### src/hw/rtl/lcd_seq_pkg.sv
// Shared types and constants of the character LCD write sequencer.
`default_nettype none

package lcd_seq_pkg;

    localparam int OPCODE_W  = 3;
    localparam int BYTE_W    = 8;
    localparam int COLUMN_W  = 6;
    localparam int OFFSET_W  = 7;
    localparam int NUM_W     = 32;
    localparam int DIGITS    = 10;
    localparam int BCD_W     = 4 * DIGITS;
    localparam int BIT_CNT_W = 6;
    localparam int DIG_CNT_W = 4;
    localparam int CFG_IDX_W = 1;
    localparam int CFG_DAT_W = 7;

    // request opcodes
    localparam logic [OPCODE_W-1:0] OP_COMMAND = 3'd0;
    localparam logic [OPCODE_W-1:0] OP_DATA    = 3'd1;
    localparam logic [OPCODE_W-1:0] OP_CURSOR  = 3'd2;
    localparam logic [OPCODE_W-1:0] OP_INIT    = 3'd3;
    localparam logic [OPCODE_W-1:0] OP_PRINT   = 3'd4;

    // configuration register indexes
    localparam logic [CFG_IDX_W-1:0] CFG_FOUR_BIT   = 1'd0;
    localparam logic [CFG_IDX_W-1:0] CFG_ROW_OFFSET = 1'd1;

    localparam logic [OFFSET_W-1:0] ROW_OFFSET_RESET = 7'd64;

    // display command and character bytes
    localparam logic [BYTE_W-1:0] LCD_FUNC_SET_8BIT = 8'h38;
    localparam logic [BYTE_W-1:0] LCD_FUNC_SET_4BIT = 8'h28;
    localparam logic [BYTE_W-1:0] LCD_DISPLAY_ON    = 8'h0C;
    localparam logic [BYTE_W-1:0] LCD_CLEAR         = 8'h01;
    localparam logic [BYTE_W-1:0] LCD_DDRAM_FLAG    = 8'h80;
    localparam logic [BYTE_W-1:0] ASCII_MINUS       = 8'h2D;
    localparam logic [3:0]        ASCII_DIGIT_HI    = 4'h3;

    // source of the byte currently being strobed
    typedef enum logic [2:0] {
        SEL_REQ,
        SEL_CURSOR,
        SEL_FUNC_SET,
        SEL_DISP_ON,
        SEL_CLEAR,
        SEL_MINUS,
        SEL_DIGIT
    } byte_sel_t;

    typedef struct packed {
        logic      load;
        logic      conv_step;
        logic      digit_shift;
        logic      strobe_load;
        byte_sel_t sel;
        logic      nibble_lo;
        logic      rs;
        logic      last;
    } lcd_cmd_t;

    typedef struct packed {
        logic out_free;
        logic four_bit;
        logic conv_last;
        logic top_zero;
        logic digits_one;
    } lcd_sts_t;

endpackage

`default_nettype wire

### src/hw/rtl/lcd_seq_req_if.sv
// Request channel: one word per sequencer request.
`default_nettype none

interface lcd_seq_req_if;
    logic                              valid;
    logic                              ready;
    logic [lcd_seq_pkg::OPCODE_W-1:0]  opcode;
    logic [lcd_seq_pkg::BYTE_W-1:0]    byte_value;
    logic                              row;
    logic [lcd_seq_pkg::COLUMN_W-1:0]  column;
    logic signed [lcd_seq_pkg::NUM_W-1:0] number;

    modport source (output valid, opcode, byte_value, row, column, number, input ready);
    modport sink   (input valid, opcode, byte_value, row, column, number, output ready);
endinterface

`default_nettype wire

### src/hw/rtl/lcd_seq_strobe_if.sv
// Strobe channel: one word per enable strobe on the display bus.
`default_nettype none

interface lcd_seq_strobe_if;
    logic                           valid;
    logic                           ready;
    logic                           reg_select;
    logic                           read_write;
    logic [lcd_seq_pkg::BYTE_W-1:0] bus_value;
    logic                           last;

    modport source (output valid, reg_select, read_write, bus_value, last, input ready);
    modport sink   (input valid, reg_select, read_write, bus_value, last, output ready);
endinterface

`default_nettype wire

### src/hw/rtl/lcd_seq_cfg_if.sv
// Configuration write channel: register index and write data.
`default_nettype none

interface lcd_seq_cfg_if;
    logic                              valid;
    logic                              ready;
    logic [lcd_seq_pkg::CFG_IDX_W-1:0] index;
    logic [lcd_seq_pkg::CFG_DAT_W-1:0] data;

    modport source (output valid, index, data, input ready);
    modport sink   (input valid, index, data, output ready);
endinterface

`default_nettype wire

### src/hw/rtl/lcd_seq_ctrl.sv
// Controller state machine of the LCD write sequencer.
`default_nettype none

module lcd_seq_ctrl (
    input  wire logic                             clk,
    input  wire logic                             rst_n,
    input  wire logic                             req_valid,
    input  wire logic [lcd_seq_pkg::OPCODE_W-1:0] req_opcode,
    input  wire logic                             req_negative,
    output logic                                  req_ready,
    input  wire lcd_seq_pkg::lcd_sts_t            sts,
    output lcd_seq_pkg::lcd_cmd_t                 cmd
);
    import lcd_seq_pkg::*;

    typedef enum logic [1:0] {ST_IDLE, ST_BYTE, ST_CONV, ST_SKIP} state_t;

    state_t    state_reg, state_next;
    byte_sel_t sel_reg, sel_next;
    logic      rs_reg, rs_next;
    logic      nib_reg, nib_next;

    logic req_fire;
    logic final_byte;
    logic byte_done;

    assign req_ready = (state_reg == ST_IDLE);
    assign req_fire  = req_valid && req_ready;

    always_comb
    begin
        final_byte = (sel_reg inside {SEL_REQ, SEL_CURSOR, SEL_CLEAR})
                     || (sel_reg == SEL_DIGIT && sts.digits_one);
        byte_done  = !sts.four_bit || nib_reg;

        cmd             = '0;
        cmd.load        = req_fire;
        cmd.sel         = sel_reg;
        cmd.nibble_lo   = nib_reg;
        cmd.rs          = rs_reg;
        cmd.last        = final_byte && byte_done;

        state_next = state_reg;
        sel_next   = sel_reg;
        rs_next    = rs_reg;
        nib_next   = nib_reg;

        case (state_reg)
            ST_IDLE:
            begin
                nib_next = 1'b0;
                if (req_fire)
                begin
                    case (req_opcode)
                        OP_COMMAND:
                        begin
                            state_next = ST_BYTE;
                            sel_next   = SEL_REQ;
                            rs_next    = 1'b0;
                        end
                        OP_DATA:
                        begin
                            state_next = ST_BYTE;
                            sel_next   = SEL_REQ;
                            rs_next    = 1'b1;
                        end
                        OP_CURSOR:
                        begin
                            state_next = ST_BYTE;
                            sel_next   = SEL_CURSOR;
                            rs_next    = 1'b0;
                        end
                        OP_INIT:
                        begin
                            state_next = ST_BYTE;
                            sel_next   = SEL_FUNC_SET;
                            rs_next    = 1'b0;
                        end
                        OP_PRINT:
                        begin
                            rs_next = 1'b1;
                            if (req_negative)
                            begin
                                state_next = ST_BYTE;
                                sel_next   = SEL_MINUS;
                            end
                            else
                            begin
                                state_next = ST_CONV;
                            end
                        end
                        default:
                        begin
                            state_next = ST_IDLE;   // unused opcode: nothing strobed
                        end
                    endcase
                end
            end
            ST_BYTE:
            begin
                if (sts.out_free)
                begin
                    cmd.strobe_load = 1'b1;
                    if (!byte_done)
                    begin
                        nib_next = 1'b1;
                    end
                    else
                    begin
                        nib_next = 1'b0;
                        if (final_byte)
                        begin
                            state_next = ST_IDLE;
                        end
                        else
                        begin
                            case (sel_reg)
                                SEL_FUNC_SET: sel_next = SEL_DISP_ON;
                                SEL_DISP_ON:  sel_next = SEL_CLEAR;
                                SEL_MINUS:    state_next = ST_CONV;
                                SEL_DIGIT:    cmd.digit_shift = 1'b1;
                                default:      state_next = ST_IDLE;
                            endcase
                        end
                    end
                end
            end
            ST_CONV:
            begin
                cmd.conv_step = 1'b1;
                if (sts.conv_last)
                begin
                    state_next = ST_SKIP;
                end
            end
            ST_SKIP:
            begin
                // drop leading zeros, always keeping the units digit
                if (sts.top_zero && !sts.digits_one)
                begin
                    cmd.digit_shift = 1'b1;
                end
                else
                begin
                    state_next = ST_BYTE;
                    sel_next   = SEL_DIGIT;
                end
            end
            default:
            begin
                state_next = ST_IDLE;
            end
        endcase
    end

    always_ff @(posedge clk or negedge rst_n)
    begin
        if (!rst_n)
        begin
            state_reg <= ST_IDLE;
            sel_reg   <= SEL_REQ;
            rs_reg    <= 1'b0;
            nib_reg   <= 1'b0;
        end
        else
        begin
            state_reg <= state_next;
            sel_reg   <= sel_next;
            rs_reg    <= rs_next;
            nib_reg   <= nib_next;
        end
    end

endmodule

`default_nettype wire

### src/hw/rtl/lcd_seq_dp.sv
// Datapath of the LCD write sequencer: config, operands, BCD converter, strobe register.
`default_nettype none

module lcd_seq_dp (
    input  wire logic                                clk,
    input  wire logic                                rst_n,
    input  wire lcd_seq_pkg::lcd_cmd_t               cmd,
    output lcd_seq_pkg::lcd_sts_t                    sts,
    input  wire logic                                cfg_we,
    input  wire logic [lcd_seq_pkg::CFG_IDX_W-1:0]   cfg_index,
    input  wire logic [lcd_seq_pkg::CFG_DAT_W-1:0]   cfg_data,
    input  wire logic [lcd_seq_pkg::BYTE_W-1:0]      req_byte_value,
    input  wire logic                                req_row,
    input  wire logic [lcd_seq_pkg::COLUMN_W-1:0]    req_column,
    input  wire logic signed [lcd_seq_pkg::NUM_W-1:0] req_number,
    input  wire logic                                out_ready,
    output logic                                     out_valid,
    output logic                                     out_reg_select,
    output logic [lcd_seq_pkg::BYTE_W-1:0]           out_bus_value,
    output logic                                     out_last
);
    import lcd_seq_pkg::*;

    logic                 four_bit_reg;
    logic [OFFSET_W-1:0]  row_offset_reg;

    logic [BYTE_W-1:0]    byte_reg;
    logic [BYTE_W-1:0]    cursor_reg, cursor_next;
    logic [NUM_W-1:0]     mag_reg, mag_next;
    logic [BCD_W-1:0]     bcd_reg, bcd_next;
    logic [BCD_W-1:0]     bcd_adj;
    logic [BIT_CNT_W-1:0] bit_cnt_reg;
    logic [DIG_CNT_W-1:0] dig_cnt_reg;

    logic                 out_valid_reg;
    logic                 rs_reg;
    logic [BYTE_W-1:0]    bus_reg, bus_next;
    logic                 last_reg;
    logic [BYTE_W-1:0]    sel_byte;

    // configuration registers
    always_ff @(posedge clk or negedge rst_n)
    begin
        if (!rst_n)
        begin
            four_bit_reg   <= 1'b0;
            row_offset_reg <= ROW_OFFSET_RESET;
        end
        else if (cfg_we)
        begin
            case (cfg_index)
                CFG_FOUR_BIT:   four_bit_reg   <= cfg_data[0];
                CFG_ROW_OFFSET: row_offset_reg <= cfg_data;
                default:        four_bit_reg   <= four_bit_reg;
            endcase
        end
    end

    // shift-and-add-3 step
    always_comb
    begin
        logic [3:0] dig;
        for (int i = 0; i < DIGITS; i++)
        begin
            dig = bcd_reg[i*4 +: 4];
            bcd_adj[i*4 +: 4] = (dig >= 4'd5) ? dig + 4'd3 : dig;
        end
        bcd_next = {bcd_adj[BCD_W-2:0], mag_reg[NUM_W-1]};
        mag_next = {mag_reg[NUM_W-2:0], 1'b0};
    end

    always_comb
    begin
        cursor_next = {2'b00, req_column};
        if (req_row)
        begin
            cursor_next = cursor_next + {1'b0, row_offset_reg};
        end
        cursor_next = cursor_next | LCD_DDRAM_FLAG;
    end

    always_ff @(posedge clk)
    begin
        if (cmd.load)
        begin
            byte_reg    <= req_byte_value;
            cursor_reg  <= cursor_next;
            mag_reg     <= req_number[NUM_W-1] ? NUM_W'(0) - NUM_W'(req_number)
                                               : NUM_W'(req_number);
            bcd_reg     <= '0;
            bit_cnt_reg <= BIT_CNT_W'(NUM_W);
            dig_cnt_reg <= DIG_CNT_W'(DIGITS);
        end
        else if (cmd.conv_step)
        begin
            mag_reg     <= mag_next;
            bcd_reg     <= bcd_next;
            bit_cnt_reg <= bit_cnt_reg - 1'b1;
        end
        else if (cmd.digit_shift)
        begin
            bcd_reg     <= {bcd_reg[BCD_W-5:0], 4'h0};
            dig_cnt_reg <= dig_cnt_reg - 1'b1;
        end
    end

    always_comb
    begin
        case (cmd.sel)
            SEL_REQ:      sel_byte = byte_reg;
            SEL_CURSOR:   sel_byte = cursor_reg;
            SEL_FUNC_SET: sel_byte = four_bit_reg ? LCD_FUNC_SET_4BIT : LCD_FUNC_SET_8BIT;
            SEL_DISP_ON:  sel_byte = LCD_DISPLAY_ON;
            SEL_CLEAR:    sel_byte = LCD_CLEAR;
            SEL_MINUS:    sel_byte = ASCII_MINUS;
            SEL_DIGIT:    sel_byte = {ASCII_DIGIT_HI, bcd_reg[BCD_W-1 -: 4]};
            default:      sel_byte = byte_reg;
        endcase
        if (!four_bit_reg)
        begin
            bus_next = sel_byte;
        end
        else if (cmd.nibble_lo)
        begin
            bus_next = {sel_byte[3:0], 4'h0};
        end
        else
        begin
            bus_next = {sel_byte[7:4], 4'h0};
        end
    end

    // strobe output register
    always_ff @(posedge clk or negedge rst_n)
    begin
        if (!rst_n)
        begin
            out_valid_reg <= 1'b0;
        end
        else if (cmd.strobe_load)
        begin
            out_valid_reg <= 1'b1;
        end
        else if (out_ready)
        begin
            out_valid_reg <= 1'b0;
        end
    end

    always_ff @(posedge clk)
    begin
        if (cmd.strobe_load)
        begin
            rs_reg   <= cmd.rs;
            bus_reg  <= bus_next;
            last_reg <= cmd.last;
        end
    end

    assign out_valid      = out_valid_reg;
    assign out_reg_select = rs_reg;
    assign out_bus_value  = bus_reg;
    assign out_last       = last_reg;

    assign sts = '{out_free:   !out_valid_reg || out_ready,
                   four_bit:   four_bit_reg,
                   conv_last:  (bit_cnt_reg == BIT_CNT_W'(1)),
                   top_zero:   (bcd_reg[BCD_W-1 -: 4] == 4'h0),
                   digits_one: (dig_cnt_reg == DIG_CNT_W'(1))};

endmodule

`default_nettype wire

### src/hw/rtl/char_lcd_write_sequencer_core.sv
// Top level of the character LCD write sequencer.
//
// Usage notes
//  - req: one word per request (command, data, set cursor, initialise, print
//    number). Taken only while the sequencer is idle; opcodes 5..7 are
//    swallowed without any strobe.
//  - strobe: one word per enable strobe (register select, bus value, last).
//    A single output register holds the word; the next strobe is loaded in
//    the cycle the current one is taken, so a free-running receiver sees one
//    word per cycle. When the receiver stalls the sequence simply pauses.
//  - cfg: register writes, always ready, index 0 four-bit mode, 1 row offset.
//  - First strobe: the taken request moves the controller to its byte state,
//    which then loads the strobe output register (number print without a sign:
//    once the conversion has finished). Number print runs the 32-step
//    shift-and-add-3 converter (one bit a cycle), drops leading zeros one digit
//    a cycle and then strobes the digits.
//  - Reset: idle, no strobe pending, eight-bit mode, row offset 64.
`default_nettype none

module char_lcd_write_sequencer_core (
    input  wire logic clk,
    input  wire logic rst_n,
    lcd_seq_req_if.sink      req,
    lcd_seq_strobe_if.source strobe,
    lcd_seq_cfg_if.sink      cfg
);
    import lcd_seq_pkg::*;

    lcd_cmd_t cmd;
    lcd_sts_t sts;

    // configuration writes are always taken
    assign cfg.ready = 1'b1;

    lcd_seq_ctrl u_ctrl (
        .clk          (clk),
        .rst_n        (rst_n),
        .req_valid    (req.valid),
        .req_opcode   (req.opcode),
        .req_negative (req.number[NUM_W-1]),
        .req_ready    (req.ready),
        .sts          (sts),
        .cmd          (cmd)
    );

    lcd_seq_dp u_dp (
        .clk            (clk),
        .rst_n          (rst_n),
        .cmd            (cmd),
        .sts            (sts),
        .cfg_we         (cfg.valid && cfg.ready),
        .cfg_index      (cfg.index),
        .cfg_data       (cfg.data),
        .req_byte_value (req.byte_value),
        .req_row        (req.row),
        .req_column     (req.column),
        .req_number     (req.number),
        .out_ready      (strobe.ready),
        .out_valid      (strobe.valid),
        .out_reg_select (strobe.reg_select),
        .out_bus_value  (strobe.bus_value),
        .out_last       (strobe.last)
    );

    // the display bus is only ever written
    assign strobe.read_write = 1'b0;

    // a new strobe never overwrites a word still waiting
    a_no_overwrite: assert property (@(posedge clk) disable iff (!rst_n)
        cmd.strobe_load |-> sts.out_free)
        else $error("strobe loaded over a pending word");

    // in four-bit mode the low bus lines stay clear
    a_nibble_low_clear: assert property (@(posedge clk) disable iff (!rst_n)
        strobe.valid && sts.four_bit |-> strobe.bus_value[3:0] == 4'h0)
        else $error("low nibble driven in four-bit mode");

    // digit queue never shifted past the units digit
    a_digit_floor: assert property (@(posedge clk) disable iff (!rst_n)
        cmd.digit_shift |-> !sts.digits_one)
        else $error("digit shifted past the units digit");

    // an unused opcode produces no strobe
    a_unused_opcode: assert property (@(posedge clk) disable iff (!rst_n)
        req.valid && req.ready && req.opcode > OP_PRINT |=> !cmd.strobe_load)
        else $error("strobe for an unused opcode");

endmodule

`default_nettype wire

### src/flat_wrapper.sv
// flat-port wrapper written by rule: the top's interface ports become plain ports
module char_lcd_write_sequencer_core_flat import lcd_seq_pkg::*;
  (clk, rst_n, req_valid, req_opcode, req_byte_value, req_row, req_column, req_number, req_ready, strobe_valid, strobe_reg_select, strobe_read_write, strobe_bus_value, strobe_last, strobe_ready, cfg_valid, cfg_index, cfg_data, cfg_ready);
  lcd_seq_req_if req_i ();
  lcd_seq_strobe_if strobe_i ();
  lcd_seq_cfg_if cfg_i ();
  input  wire logic clk;
  input  wire logic rst_n;
  input wire logic [$bits(req_i.valid)-1:0] req_valid;
  input wire logic [$bits(req_i.opcode)-1:0] req_opcode;
  input wire logic [$bits(req_i.byte_value)-1:0] req_byte_value;
  input wire logic [$bits(req_i.row)-1:0] req_row;
  input wire logic [$bits(req_i.column)-1:0] req_column;
  input wire logic [$bits(req_i.number)-1:0] req_number;
  output wire logic [$bits(req_i.ready)-1:0] req_ready;
  output wire logic [$bits(strobe_i.valid)-1:0] strobe_valid;
  output wire logic [$bits(strobe_i.reg_select)-1:0] strobe_reg_select;
  output wire logic [$bits(strobe_i.read_write)-1:0] strobe_read_write;
  output wire logic [$bits(strobe_i.bus_value)-1:0] strobe_bus_value;
  output wire logic [$bits(strobe_i.last)-1:0] strobe_last;
  input wire logic [$bits(strobe_i.ready)-1:0] strobe_ready;
  input wire logic [$bits(cfg_i.valid)-1:0] cfg_valid;
  input wire logic [$bits(cfg_i.index)-1:0] cfg_index;
  input wire logic [$bits(cfg_i.data)-1:0] cfg_data;
  output wire logic [$bits(cfg_i.ready)-1:0] cfg_ready;
  assign req_i.valid = req_valid;
  assign req_i.opcode = req_opcode;
  assign req_i.byte_value = req_byte_value;
  assign req_i.row = req_row;
  assign req_i.column = req_column;
  assign req_i.number = req_number;
  assign req_ready = req_i.ready;
  assign strobe_valid = strobe_i.valid;
  assign strobe_reg_select = strobe_i.reg_select;
  assign strobe_read_write = strobe_i.read_write;
  assign strobe_bus_value = strobe_i.bus_value;
  assign strobe_last = strobe_i.last;
  assign strobe_i.ready = strobe_ready;
  assign cfg_i.valid = cfg_valid;
  assign cfg_i.index = cfg_index;
  assign cfg_i.data = cfg_data;
  assign cfg_ready = cfg_i.ready;
  char_lcd_write_sequencer_core u_core (.clk(clk), .rst_n(rst_n), .req(req_i), .strobe(strobe_i), .cfg(cfg_i));
endmodule
### config.mk
export PLATFORM = sky130hd
export DESIGN_NAME = char_lcd_write_sequencer_core_flat
export DESIGN_NICKNAME = d
export VERILOG_FILES = /design/src/hw/rtl/lcd_seq_pkg.sv /design/src/hw/rtl/lcd_seq_req_if.sv /design/src/hw/rtl/lcd_seq_strobe_if.sv /design/src/hw/rtl/lcd_seq_cfg_if.sv /design/src/hw/rtl/lcd_seq_ctrl.sv /design/src/hw/rtl/lcd_seq_dp.sv /design/src/hw/rtl/char_lcd_write_sequencer_core.sv /design/src/flat_wrapper.sv
export SDC_FILE = /design/constraint.sdc
export NUM_CORES = 1
export LEC_CHECK = 0
export ABC_AREA = 1
export BUFFER_PORTS_ARGS = -buffer_cell sky130_fd_sc_hd__buf_2
export CORE_MARGIN = 1
export CORE_UTILIZATION = 46
export DETAILED_ROUTE_END_ITERATION = 7
export HOLD_SLACK_MARGIN = 0.12
export PLACE_DENSITY = 0.69
export SETUP_SLACK_MARGIN = 0.1
export SLEW_MARGIN = 10
export SYNTH_ARGS = -nofsm -noshare
export SYNTH_HDL_FRONTEND = slang
export SYNTH_SLANG_ARGS = --single-unit
export TNS_END_PERCENT = 30
### constraint.sdc
create_clock -name clk -period 4.2 [get_ports clk]
set_input_delay 0.63 -clock clk [delete_from_list [all_inputs] [get_ports clk]]
set_output_delay 0.63 -clock clk [all_outputs]
set_load 0.005 [all_outputs]
## Yosys cells after proc, flatten, opt, wreduce, memory -nomap -nowiden

Index checks and enable logic that the tools add are counted.

| operators by class | value |
|---|---|
| reduce and logical (&&, ||, !) cells | 33 |
| equality and inequality tests | 25 |
| add/subtract/negate cells | 14 |
| mux-type cells | 53 |
| shifts and indexed selects | 0 |
| multiply operators | 0 |
| div/mod/pow operators | 0 |
| order comparisons | 10 |
| bitwise gates (word level) | 2 |

Operator list:

| kind | number |
|---|---|
| 32-bit two-way mux | 3 |
| 40-bit two-way mux | 2 |
| 8-bit case mux with 6 select lines | 1 |
| 4-bit by 3-bit greater-or-equal comparator with 1-bit output (second input constant) | 10 |
| 4-bit by 2-bit adder with 4-bit output (second input constant) | 9 |
| 4-bit two-way mux | 9 |
| 1-bit by 32-bit subtractor with 32-bit output (first input constant) | 1 |
| 3-bit two-way mux | 7 |
| 2-bit two-way mux | 8 |
| 8-bit two-way mux | 2 |
| 3-bit by 2-bit == test with 1-bit output (second input constant) | 4 |
| 3-bit == test (second input constant) | 4 |
| 3-bit case mux with 4 select lines | 1 |
| 1-bit two-way mux | 10 |
| 2-bit nonzero test | 5 |
| 3-bit case mux with 3 select lines | 1 |
| 9-bit AND reduction | 1 |
| 2-bit case mux with 2 select lines | 2 |
| 2-bit case mux with 4 select lines | 1 |
| 2-bit AND reduction | 4 |
| 6-bit by 7-bit adder with 7-bit output | 1 |
| 3-bit by 1-bit == test with 1-bit output (second input constant) | 2 |
| 6-bit by 1-bit == test with 1-bit output (second input constant) | 1 |
| 3-bit logical NOT | 2 |
| 27 further kinds | 46 |

| word-level totals | value |
|---|---|
| bits of input ports | 63 |
| memory bits (read-only) | 0 |
| bits in writable memories | 0 |
| register bits | 123 |
| output and inout port bits | 14 |
| logic and storage cells | 154 |
| bits in latches | 0 |
| memories kept | 0 |

## Depth between registers and ports, before layout

Gate-level depths: netlist of the first run.

| logic depth | value |
|---|---|
| depth after elaboration | 9 |
| gate-level depth with buffers | 12 |
| depth with buffers taken out | 12 |

## Cells and area by module

Synthesis of the first run repeated with hierarchy kept, for this count alone.

| unflattened totals | value |
|---|---|
| cells, all modules | 971 |
| area, all modules | 7402.1 µm² |

By module, submodules not included:

| module | area an instance (µm²) | seq. area each (µm²) | instances | cells each |
|---|---|---|---|---|
| lcd_seq_dp | 6797.8 | 2939.1 | 1 | 870 |
| lcd_seq_ctrl | 581.8 | 175.2 | 1 | 97 |
| char_lcd_write_sequencer_core | 22.5 | 0.0 | 1 | 4 |

## Least setup slack after synthesis of the first run

No wires, ideal clock.

| timing | value |
|---|---|
| kind | register -> register |
| start point | reg u_core.u_ctrl.state_reg[1] |
| end point | reg u_core.u_dp.mag_reg[0], enable pin |
| data arrival time | 2.060 ns |
| clock period less this slack | 2.450 ns |
| required time | 3.811 ns |
| cell stages (with the launch flop) | 8 |
| slack | 1.750 ns |
| path through | dfrtp_1 > nor2_1 > inv_2 > nor2_1 > inv_2 > clkbuf_1 > buf_2 > nand2_1 |

| between the ends | value |
|---|---|
| longest elaborated chain between the ends | 3 |

Ends and longest elaborated chain:

| item | RTL line | text |
|---|---|---|
| start: declaration | lcd_seq_ctrl.sv:18 | `state_t state_reg, state_next;` |
| start signal: assignment | lcd_seq_ctrl.sv:167 | `state_reg <= state_next;` |
| 2-bit logical NOT | lcd_seq_ctrl.sv:27 | `assign req_ready = (state_reg == ST_IDLE);` |
| net req_ready | flat_wrapper.sv:15 | `output wire logic [$bits(req_i.ready)-1:0] req_ready;` |
| 1-bit logical AND | lcd_seq_ctrl.sv:28 | `assign req_fire = req_valid && req_ready;` |
| 2-bit nonzero test (no source line) | - |  |
| end signal: assignment | lcd_seq_dp.sv:88 | `mag_reg <= req_number[NUM_W-1] ? NUM_W'(0) - NUM_W'(req_number)` |
| end signal: assignment | lcd_seq_dp.sv:96 | `mag_reg <= mag_next;` |
| end: declaration | lcd_seq_dp.sv:29 | `logic [NUM_W-1:0] mag_reg, mag_next;` |

The timed path passes the listed nets, and every way through them passes these cells.
A chain may end at the register's enable or synchronous reset.

## Final worst setup path of the first run

| timing | value |
|---|---|
| start point | reg u_core.u_ctrl.sel_reg[2] |
| end point | reg u_core.u_dp.bcd_reg[29] |

| between the ends | value |
|---|---|
| longest elaborated chain between the ends | 8 |

Ends and longest elaborated chain:

| item | RTL line | text |
|---|---|---|
| start: declaration | lcd_seq_ctrl.sv:19 | `byte_sel_t sel_reg, sel_next;` |
| start signal: assignment | lcd_seq_ctrl.sv:168 | `sel_reg <= sel_next;` |
| 3-bit by 1-bit == test with 1-bit output, or another cell as far along | lcd_seq_ctrl.sv:32 | `final_byte = (sel_reg inside {SEL_REQ, SEL_CURSOR, SEL_CLEAR})` |
| 3-bit nonzero test or 1-bit logical AND (tied branches) | lcd_seq_ctrl.sv:32, lcd_seq_ctrl.sv:33 |  |
| 1-bit logical OR | lcd_seq_ctrl.sv:33 | `\|\| (sel_reg == SEL_DIGIT && sts.digits_one);` |
| 1-bit two-way mux (*) | lcd_seq_ctrl.sv:111 | `if (final_byte)` |
| 1-bit two-way mux (*) | lcd_seq_ctrl.sv:104 | `if (!byte_done)` |
| 2-bit two-way mux (*) | lcd_seq_ctrl.sv:101 | `if (sts.out_free)` |
| 1-bit case mux with 2 select lines (*) | lcd_seq_ctrl.sv:48 | `case (state_reg)` |
| 2-bit nonzero test (no source line) (*) | - |  |
| end signal: assignment | lcd_seq_dp.sv:97 | `bcd_reg <= bcd_next;` |
| end signal: assignment | lcd_seq_dp.sv:102 | `bcd_reg <= {bcd_reg[BCD_W-5:0], 4'h0};` |
| end: declaration | lcd_seq_dp.sv:30 | `logic [BCD_W-1:0] bcd_reg, bcd_next;` |

Mark *: on every way between the ends. The rest lies on a longest branch, timed or not.

==> results of run 1 <==
-- power breakdown --
| part | switching [mW] | internal [mW] |
|---|---|---|
| clock | 0.537 | 0.906 |
| combinational | 1.68 | 0.927 |
| sequential | 0.359 | 1.89 |
-- area by class of cell --
class / count / area [µm²]
inverter: 116 / 435
multi-input combinational: 800 / 3950
timing repair buffer: 82 / 430
clock buffer: 24 / 546
sequential: 123 / 3110
fill: 1530 / 7260
clock inverter: 8 / 52.6
tap: 216 / 270
-- metal layers --
layer	GRT usage	routed length (µm)	part of all wire
met4	0.0636	176	0.010
met5	0	0	0
met1	0.292	8370	0.49
met2	0.344	7940	0.46
met3	0.0406	707	0.041
-- cell usage after synthesis (all sizes together) (2+ instances only) --
cell       n
a21o       2
a21oi     66
a22oi      2
a2bb2oi    2
a31oi     11
buf       22
clkbuf    15
conb       2
dfrtp     15
dfxtp     50
edfxtp    57
ha        32
inv      115
mux2       4
nand2    308
nand3     70
nand3b     7
nand4     31
nor2     139
nor3       5
o211ai     4
o21ai     86
o22ai      2
or2        4
xnor2      6
xor2      12
-- cells by family after synthesis --
| kind of cell | after synthesis | share of synthesized area |
|---|---|---|
| AOI/OAI and AO/OA | 178 | 0.123 |
| xor gates and xnor gates | 18 | 0.0206 |
| adders and majority gates | 33 | 0.0549 |
| buffers and inverters | 153 | 0.0805 |
| DFF | 123 | 0.406 |
| muxes | 4 | 0.00588 |
| other | 2 | 0.000980 |
| and+or+nand+nor | 565 | 0.308 |
-- stage by stage --
step	util	cell area, µm²
after global routing	0.548	8790
final	0.548	8790
after floorplan	-	7660
after global placement	0.510	8200
after CTS	0.548	8790
after detailed placement	0.510	8200
-- worst paths after layout --
| check | slack, ns | depth (start not counted) | startpoint | end |
|---|---|---|---|---|
| worst max-delay path | 1.55 | 8 | u_core.u_ctrl.sel_reg[2] | u_core.u_dp.bcd_reg[29] |
| worst min-delay path | 0.13 | 1 | rst_n | u_core.u_dp.out_valid |
| worst max register to register | 1.55 | 8 | u_core.u_ctrl.sel_reg[2] | u_core.u_dp.bcd_reg[29] |
| worst min register to register | 0.48 | 1 | u_core.u_dp.bit_cnt_reg[5] | u_core.u_dp.bit_cnt_reg[5] |
| max in group asynchronous | 3.75 | 1 | rst_n | u_core.u_dp.row_offset_reg[6] |
| min in group clk | 0.38 | 1 | req_byte_value[2] | u_core.u_dp.byte_reg[2] |
-- worst max-delay path, delay by kind of cell (launching register included) --
family	cells	cell delay [ns]
compound gates	2	0.25
buf+inv	2	0.59
flops	1	0.47
simple gates	4	1.15
==> flow_summary.ini, run 1 <==
[global_routing]
maximum_number_of_pins_on_one_net_before_global_route_repair = 58
grt.overflow.total = 0
global_route_wire_length_before_repair_um = 28800
first_global_vias = 6267
global_route.usage.total = 0.214
grt_antenna_before_repair = 0

[critical_path]
worst_path_max_delay_cell = nand3_2
critical_path.cell_chain = inv_1, o21ai_0, nand2_1, nand2_2, nand3_2, buf_4, nand2_1, a21oi_1
worstSetupEndpointType = flip-flop
timing.critical_path.from_type = flip-flop
path_max_fanout = 38
path_class = flip-flop to flip-flop
cp_slowest_stage_delay_ns = 0.65
cpMostUsedCell = nand2_1
critical_path_required_ns = 4.47
timing.critical_path.arrival_ns = 2.92

[clocking]
clkSinkCount = 123
ctsRootBufferMaster = clkbuf_16
cts_h_tree_lvls = 4
cts-hold-fix-buffers = 0
post-cts-setup-buffer-count = 0
worst_skew_pair.late_latency_ns = 0.42
cts.reportedPaths.clkPinSlew_ns = 0.06
cts_tree = yes
cts-resized-gates = 0
clk_path_buf_depth = 2
number_of_buffers_added_by_the_clock_tree_synthesis_step = 17

[yosys]
seq_area_frac_synth = 0.406
synth.ff_latch_count = 123
synth_edf_count = 57
net_count_synth = 1172
syn_avg_cell_area_um2 = 7.12
post_synth_instance_area_um2 = 7660
synth-warning-count = 0
synth_async_sr_flop_share = 0.130
synth_area_leaders = edfxtp_1 (22%), nand2_1 (15%), dfxtp_1 (13%)
post_synth_inst_count = 1076
synth.lib_cells_used.distinct = 43
synth_top_cell_by_area = edfxtp_1
post-synth-top-area-fraction = 0.223
most_frequently_used_flop_master_after_synthesis = edfxtp_1

[placement]
place.detailed.instances = 1337
gp_routability_congestion = 0.850
dpl_worst_slack_ns = 1.40
hpwlAfterDp_um = 12100
buffer_ports.inserted = 74

[layout]
layout_commonest_cell = nand2_1
finalNetCount = 1236
largest_reg_flops = 40
antenna_diode_instance_count = 0
stdcell_count = 1369
post_route_cells_drive_above_1_share = 0.117
layout.cells.most_common_list = nand2_1 (306), nor2_1 (135), inv_1 (110), o21ai_0 (83), buf_2 (74)
area_growth_syn_to_layout_pct = 14.7

[timing]
worst_slack_ns = 1.55
slew_headroom = 0.411
timing.final.hold_violations = 0
tns_ns = 0
grt_setup_unrepaired = no
fin_hold_ws_ns = 0.127
final_min_period_over_clock_period = 0.630
fin_crit_ns = 2.65
report.final.slew_viol_count = 0
worst_pin_slew_ns = 0.882
fmaxAchievable_mhz = 378
clock_skew_ns = 0.00949
finalSetupViolCount = 0

[power_and_ir_drop]
power_mw = 6.30
leakage_power_of_the_design_nw = 4.10
power.ir.vdd_worst_v = 0.000476
pwr_density_cell_nw_per_um2 = 717

[die]
rows = 46
starting_density = 0.477
chipHeight_um = 131
die-area_um2 = 17200
chip_width_um = 131
top_level_ports = 77
design.core.area_um2 = 16100

[routing]
dr.first_iter.drc_count = 424
drt_drc_violations_left = 0
wl_per_cell_um = 12.6
dr_total_vias = 6975
drt_first_pass_iters = 5
vias_per_cell = 5.09
antenna_left = 0
routed_wirelength_um = 17200

[flow_run]
timing.max_cap.violations = 0

[outcome]
outcome = finished clean

[worst_hold_path]
worst_hold_path_type = input port to asynchronous set/reset pin
Power figures use the tool's default switching activity.
==> inputs of run 2 (changes only) <==
- clock period: 4.2 -> 2.8 ns (I/O delays scaled with it)
==> flow_summary.ini, run 2 (same netlist as run 1, synthesis figures left out) <==
[critical_path]
path_delay_family = buffers and inverters
critical_path_required_ns = 3.16
timing.critical_path.from_type = flip-flop
worst-path-buf-inv = 3
path_class = flip-flop to flip-flop
cp_slowest_stage_delay_ns = 0.44
cpMostUsedCell = nand2_1
timing.critical_path.arrival_ns = 2.36
critical_path.cell_chain = inv_1, nor2_4, inv_2, nand3_2, buf_4, nand2_1, nand2_1, nor2_1
path_max_fanout = 25
worst_path_max_delay_cell = dfrtp_1
worstSetupEndpointType = flip-flop
r2r_setup_slack_ns = 0.80

[layout]
layout.cells.most_common_list = nand2_1 (306), nor2_1 (135), inv_1 (110), o21ai_0 (83), buf_2 (74)
antenna_diode_instance_count = 0
layout_commonest_cell = nand2_1
finalNetCount = 1238
fillerInstances = 1532
post_route_cells_drive_above_1_share = 0.118
multi_input_comb_area_um2 = 3950
register_area_um2 = 3110
largest_reg_flops = 40
final_util = 0.548
area_growth_syn_to_layout_pct = 14.8

[power_and_ir_drop]
pwr_density_cell_nw_per_um2 = 1070
power.ir.vdd_worst_v = 0.000556
leakage_power_of_the_design_nw = 4.10
p_int_mw = 5.49
power_mw = 9.37
pwr-share-seq = 0.359
net-switching-power_mw = 3.88
p_sw_frac = 0.414
comb_power_share = 0.422
clock_power_share = 0.219

[placement]
buffer_ports.inserted = 74
gp_routability_congestion = 0.861
dpl_worst_slack_ns = 0.707
hpwlAfterDp_um = 11900

[routing]
drt_drc_violations_left = 0
vias_per_cell = 5.04
dr.first_iter.drc_count = 448
antenna_left = 0
routed_wirelength_um = 16900
dr_total_vias = 6904
drt_first_pass_iters = 5
wl_per_cell_um = 12.3

[global_routing]
grt.overflow.total = 0
global_route_wire_length_before_repair_um = 28800
global_route.usage.total = 0.213
first_global_vias = 6307
grt_antenna_before_repair = 0
maximum_number_of_pins_on_one_net_before_global_route_repair = 78

[timing]
worst_slack_ns = 0.799
tns_ns = 0
clock_skew_ns = 0.0114
slew_headroom = 0.524
grt_setup_unrepaired = no
fmaxAchievable_mhz = 500
worst_pin_slew_ns = 0.709
fin_hold_ws_ns = 0.174
finalSetupViolCount = 0
timing.final.hold_violations = 0
final_min_period_over_clock_period = 0.714
report.final.slew_viol_count = 0
fin_crit_ns = 2.00

[clocking]
cts_h_tree_lvls = 4
cts-resized-gates = 0
worst_skew_pair.late_latency_ns = 0.42
number_of_buffers_added_by_the_clock_tree_synthesis_step = 17
clk_path_buf_depth = 2
clkSinkCount = 123
post-cts-setup-buffer-count = 0
cts_tree = yes
cts.reportedPaths.clkPinSlew_ns = 0.06
cts-hold-fix-buffers = 1
ctsRootBufferMaster = clkbuf_16

[die]
rows = 46
chipHeight_um = 131
top_level_ports = 77
starting_density = 0.477
design.core.area_um2 = 16100
die-area_um2 = 17200
chip_width_um = 131

[worst_hold_path]
worst_hold_path_type = input port to flip-flop

[flow_run]
timing.max_cap.violations = 0

[outcome]
outcome = finished clean
run 2: power by group through the flow:
stage          sequential [mW]  clock, mW  combinational [mW]
3_3_place_gp              3.37          0                3.88
4_1_cts                   3.36       2.09                3.98
3_5_place_dp              3.38          0                3.97
6_report                  3.36       2.05                3.96
2_1_floorplan             3.24          0                3.12
5_1_grt                   3.46       2.18                4.61
run 2: cell type report:
type	count	area share
well taps	216	0.0307
clock buffers	17	0.0483
multi-input cells	800	0.448
flip-flops and latches	123	0.354
repair buffers	84	0.0552
inverters	116	0.0495
clock inverters	15	0.0142
run 2: through the flow:
stage,std cells,area (µm²)
CTS,1371,8800
finish,1371,8800
detailed placement,1338,8240
global placement,1338,8240
global route,1371,8800
floorplan,1076,7660
run 2: worst paths after layout:
check | startpoint | to | depth (start not counted)
max | u_core.u_ctrl.state_reg[1] | u_core.u_dp.bcd_reg[31] | 8
min | req_byte_value[2] | u_core.u_dp.byte_reg[2] | 1
max reg2reg | u_core.u_ctrl.state_reg[1] | u_core.u_dp.bcd_reg[31] | 8
min reg2reg | u_core.u_dp.bit_cnt_reg[5] | u_core.u_dp.bit_cnt_reg[5] | 1
max in group asynchronous | rst_n | u_core.u_dp.row_offset_reg[6] | 2
min in group asynchronous | rst_n | u_core.u_dp.row_offset_reg[1] | 2
run 2: per-layer routing:
metal / wire length, µm / global-route usage / vias to the layer above / part of all wire
met3: 705 / 0.0495 / 9 / 0.042
met2: 7880 / 0.346 / 120 / 0.47
met5: 0 / 0 / - / 0
li1: - / - / 3680 / -
met1: 8160 / 0.287 / 3095 / 0.48
met4: 130 / 0.0541 / 0 / 0.0077
==> inputs of run 3 (changes only) <==
- clock period: 2.8 -> 1.93 ns (I/O delays scaled with it)
==> flow_summary.ini, run 3 (same netlist as run 1, synthesis figures left out) <==
[outcome]
outcome = finished clean

[global_routing]
grt_antenna_before_repair = 0
first_global_vias = 6498
maximum_number_of_pins_on_one_net_before_global_route_repair = 60
global_route_wire_length_before_repair_um = 29600
global_route.usage.total = 0.218
grt.overflow.total = 0

[timing]
finalSetupViolCount = 0
timing.final.hold_violations = 0
final_min_period_over_clock_period = 0.921
fin_hold_ws_ns = 0.168
fin_crit_ns = 1.78
clock_skew_ns = 0.0132
report.final.slew_viol_count = 0
tns_ns = 0
fmaxAchievable_mhz = 563
worst_slack_ns = 0.152
grt_setup_unrepaired = yes

[routing]
antenna_left = 0
dr.first_iter.drc_count = 417
drt_first_pass_iters = 5
routed_wirelength_um = 17700
vias_per_cell = 5.06
drt_drc_violations_left = 0
dr_total_vias = 7115
wl_per_cell_um = 12.6

[critical_path]
path_max_fanout = 3
critical_path_capture_point = u_core.u_dp.cursor_reg[6]
worst-path-buf-inv = 2
r2r_cells = 11
cpMostUsedCell = nand2_2
worst_path_max_delay_cell = fa_2
timing.critical_path.arrival_ns = 1.95
rr_startpoint = u_core.u_dp.row_offset_reg[0]
timing.critical_path.from_type = flip-flop
r2r_setup_slack_ns = 0.15
path_delay_family = adder cells
cp_slowest_stage_delay_ns = 0.38
worstSetupPathDepth = 11
critical_path.cell_chain = ha_2, inv_2, fa_2, inv_2, nand3_2, nand2_2, nand2_2, nand2_2, a21oi_2, nor2_1, nor2_1
critical_path_required_ns = 2.10
crit-reg2reg-capture = u_core.u_dp.cursor_reg[6]
cp-startpoint = u_core.u_dp.row_offset_reg[0]
path_class = flip-flop to flip-flop
worstSetupEndpointType = flip-flop

[layout]
post_route_cells_drive_above_1_share = 0.142
largest_reg_flops = 40
finalNetCount = 1272
antenna_diode_instance_count = 0
layout.cells.most_common_list = nand2_1 (301), nor2_1 (134), inv_1 (108), o21ai_0 (82), buf_2 (74)
fillerInstances = 1466
area_growth_syn_to_layout_pct = 19.9
register_area_um2 = 3120
final_util = 0.572
layout_commonest_cell = nand2_1
multi_input_comb_area_um2 = 3990
stdcell_count = 1405

[placement]
place.detailed.instances = 1351
hpwlAfterDp_um = 12400
buffer_ports.inserted = 74
gp_routability_congestion = 0.908
dpl_worst_slack_ns = 0.0857

[die]
top_level_ports = 77
starting_density = 0.477
chipHeight_um = 131
rows = 46
design.core.area_um2 = 16100
chip_width_um = 131
die-area_um2 = 17200

[power_and_ir_drop]
pwr_density_cell_nw_per_um2 = 1530
leakage_power_of_the_design_nw = 4.26
power.ir.vdd_worst_v = 0.000820

[clocking]
worst_skew_pair.late_latency_ns = 0.42
ctsRootBufferMaster = clkbuf_16
cts.reportedPaths.clkPinSlew_ns = 0.06
clk_path_buf_depth = 2
number_of_buffers_added_by_the_clock_tree_synthesis_step = 17
cts_tree = yes
cts_h_tree_lvls = 4
clkSinkCount = 123

[worst_hold_path]
worst_hold_path_type = input port to flip-flop

[flow_run]
timing.max_cap.violations = 0
-- run 3: changes by cell type in the layout (fill, tap and decap cells not counted), moves of 4 or more --
cell,previous run,this run
buf_4,6,24
clkinv_2,5,1
dlygate4sd3_1,1,16
nand2_1,306,301
nand2_2,2,6
-- run 3: per-stage QoR --
step / area, µm² / power [mW]
after floorplan: 7680 / 9.25
after global placement: 8370 / 10.7
after detailed placement: 8370 / 10.8
after CTS: 9130 / 14.1
after global routing: 9190 / 15.3
final: 9190 / 14.0
-- run 3: metal layers --
layer / up-vias / global-route usage / wire length, µm
met5: - / 0 / 0
met2: 145 / 0.353 / 8140
met4: 0 / 0.0642 / 190
met1: 3206 / 0.291 / 8670
met3: 17 / 0.0507 / 671
li1: 3747 / - / -
-- run 3: where the power goes --
group          internal (mW)  switching [mW]
logic                   2.24            3.77
registers               4.12           0.760
clock network           1.94            1.21
total                   8.30            5.74
-- run 3: repair_timing --
item / 4_1_cts / 5_1_grt
buffers inserted: 1 / 5
hold endpoints to repair: 31 / 0
pin swaps: 1 / 9
hold buffers: 16 / 0
gates resized for setup: 1 / 13
setup endpoints to repair: 1 / 40
-- run 3: tightest hold or removal path, delay by kind of cell --
kind	cells	cell delay, ns
AO/OA/AOI/OAI	1	0.08
buffers and inverters	2	0.16
-- run 3: worst min path at each step --
stage,start,to,cells past startpoint
2_1_floorplan,rst_n,u_core.u_ctrl.nib_reg,0
3_3_place_gp,rst_n,u_core.u_dp.row_offset_reg[1],1
3_5_place_dp,rst_n,u_core.u_dp.row_offset_reg[1],1
4_1_cts,cfg_index,u_core.u_dp.four_bit_reg,3
5_1_grt,req_column[2],u_core.u_dp.cursor_reg[2],3
6_report,cfg_data[0],u_core.u_dp.row_offset_reg[0],3
-- run 3: area by class of cell --
type | count | share of cell area
multi-input combinational | 800 | 0.434
sequential | 123 | 0.339
timing repair buffer | 118 | 0.0860
clock buffer | 19 | 0.0482
inverter | 116 | 0.0474
tap | 216 | 0.0294
clock inverter | 13 | 0.0155
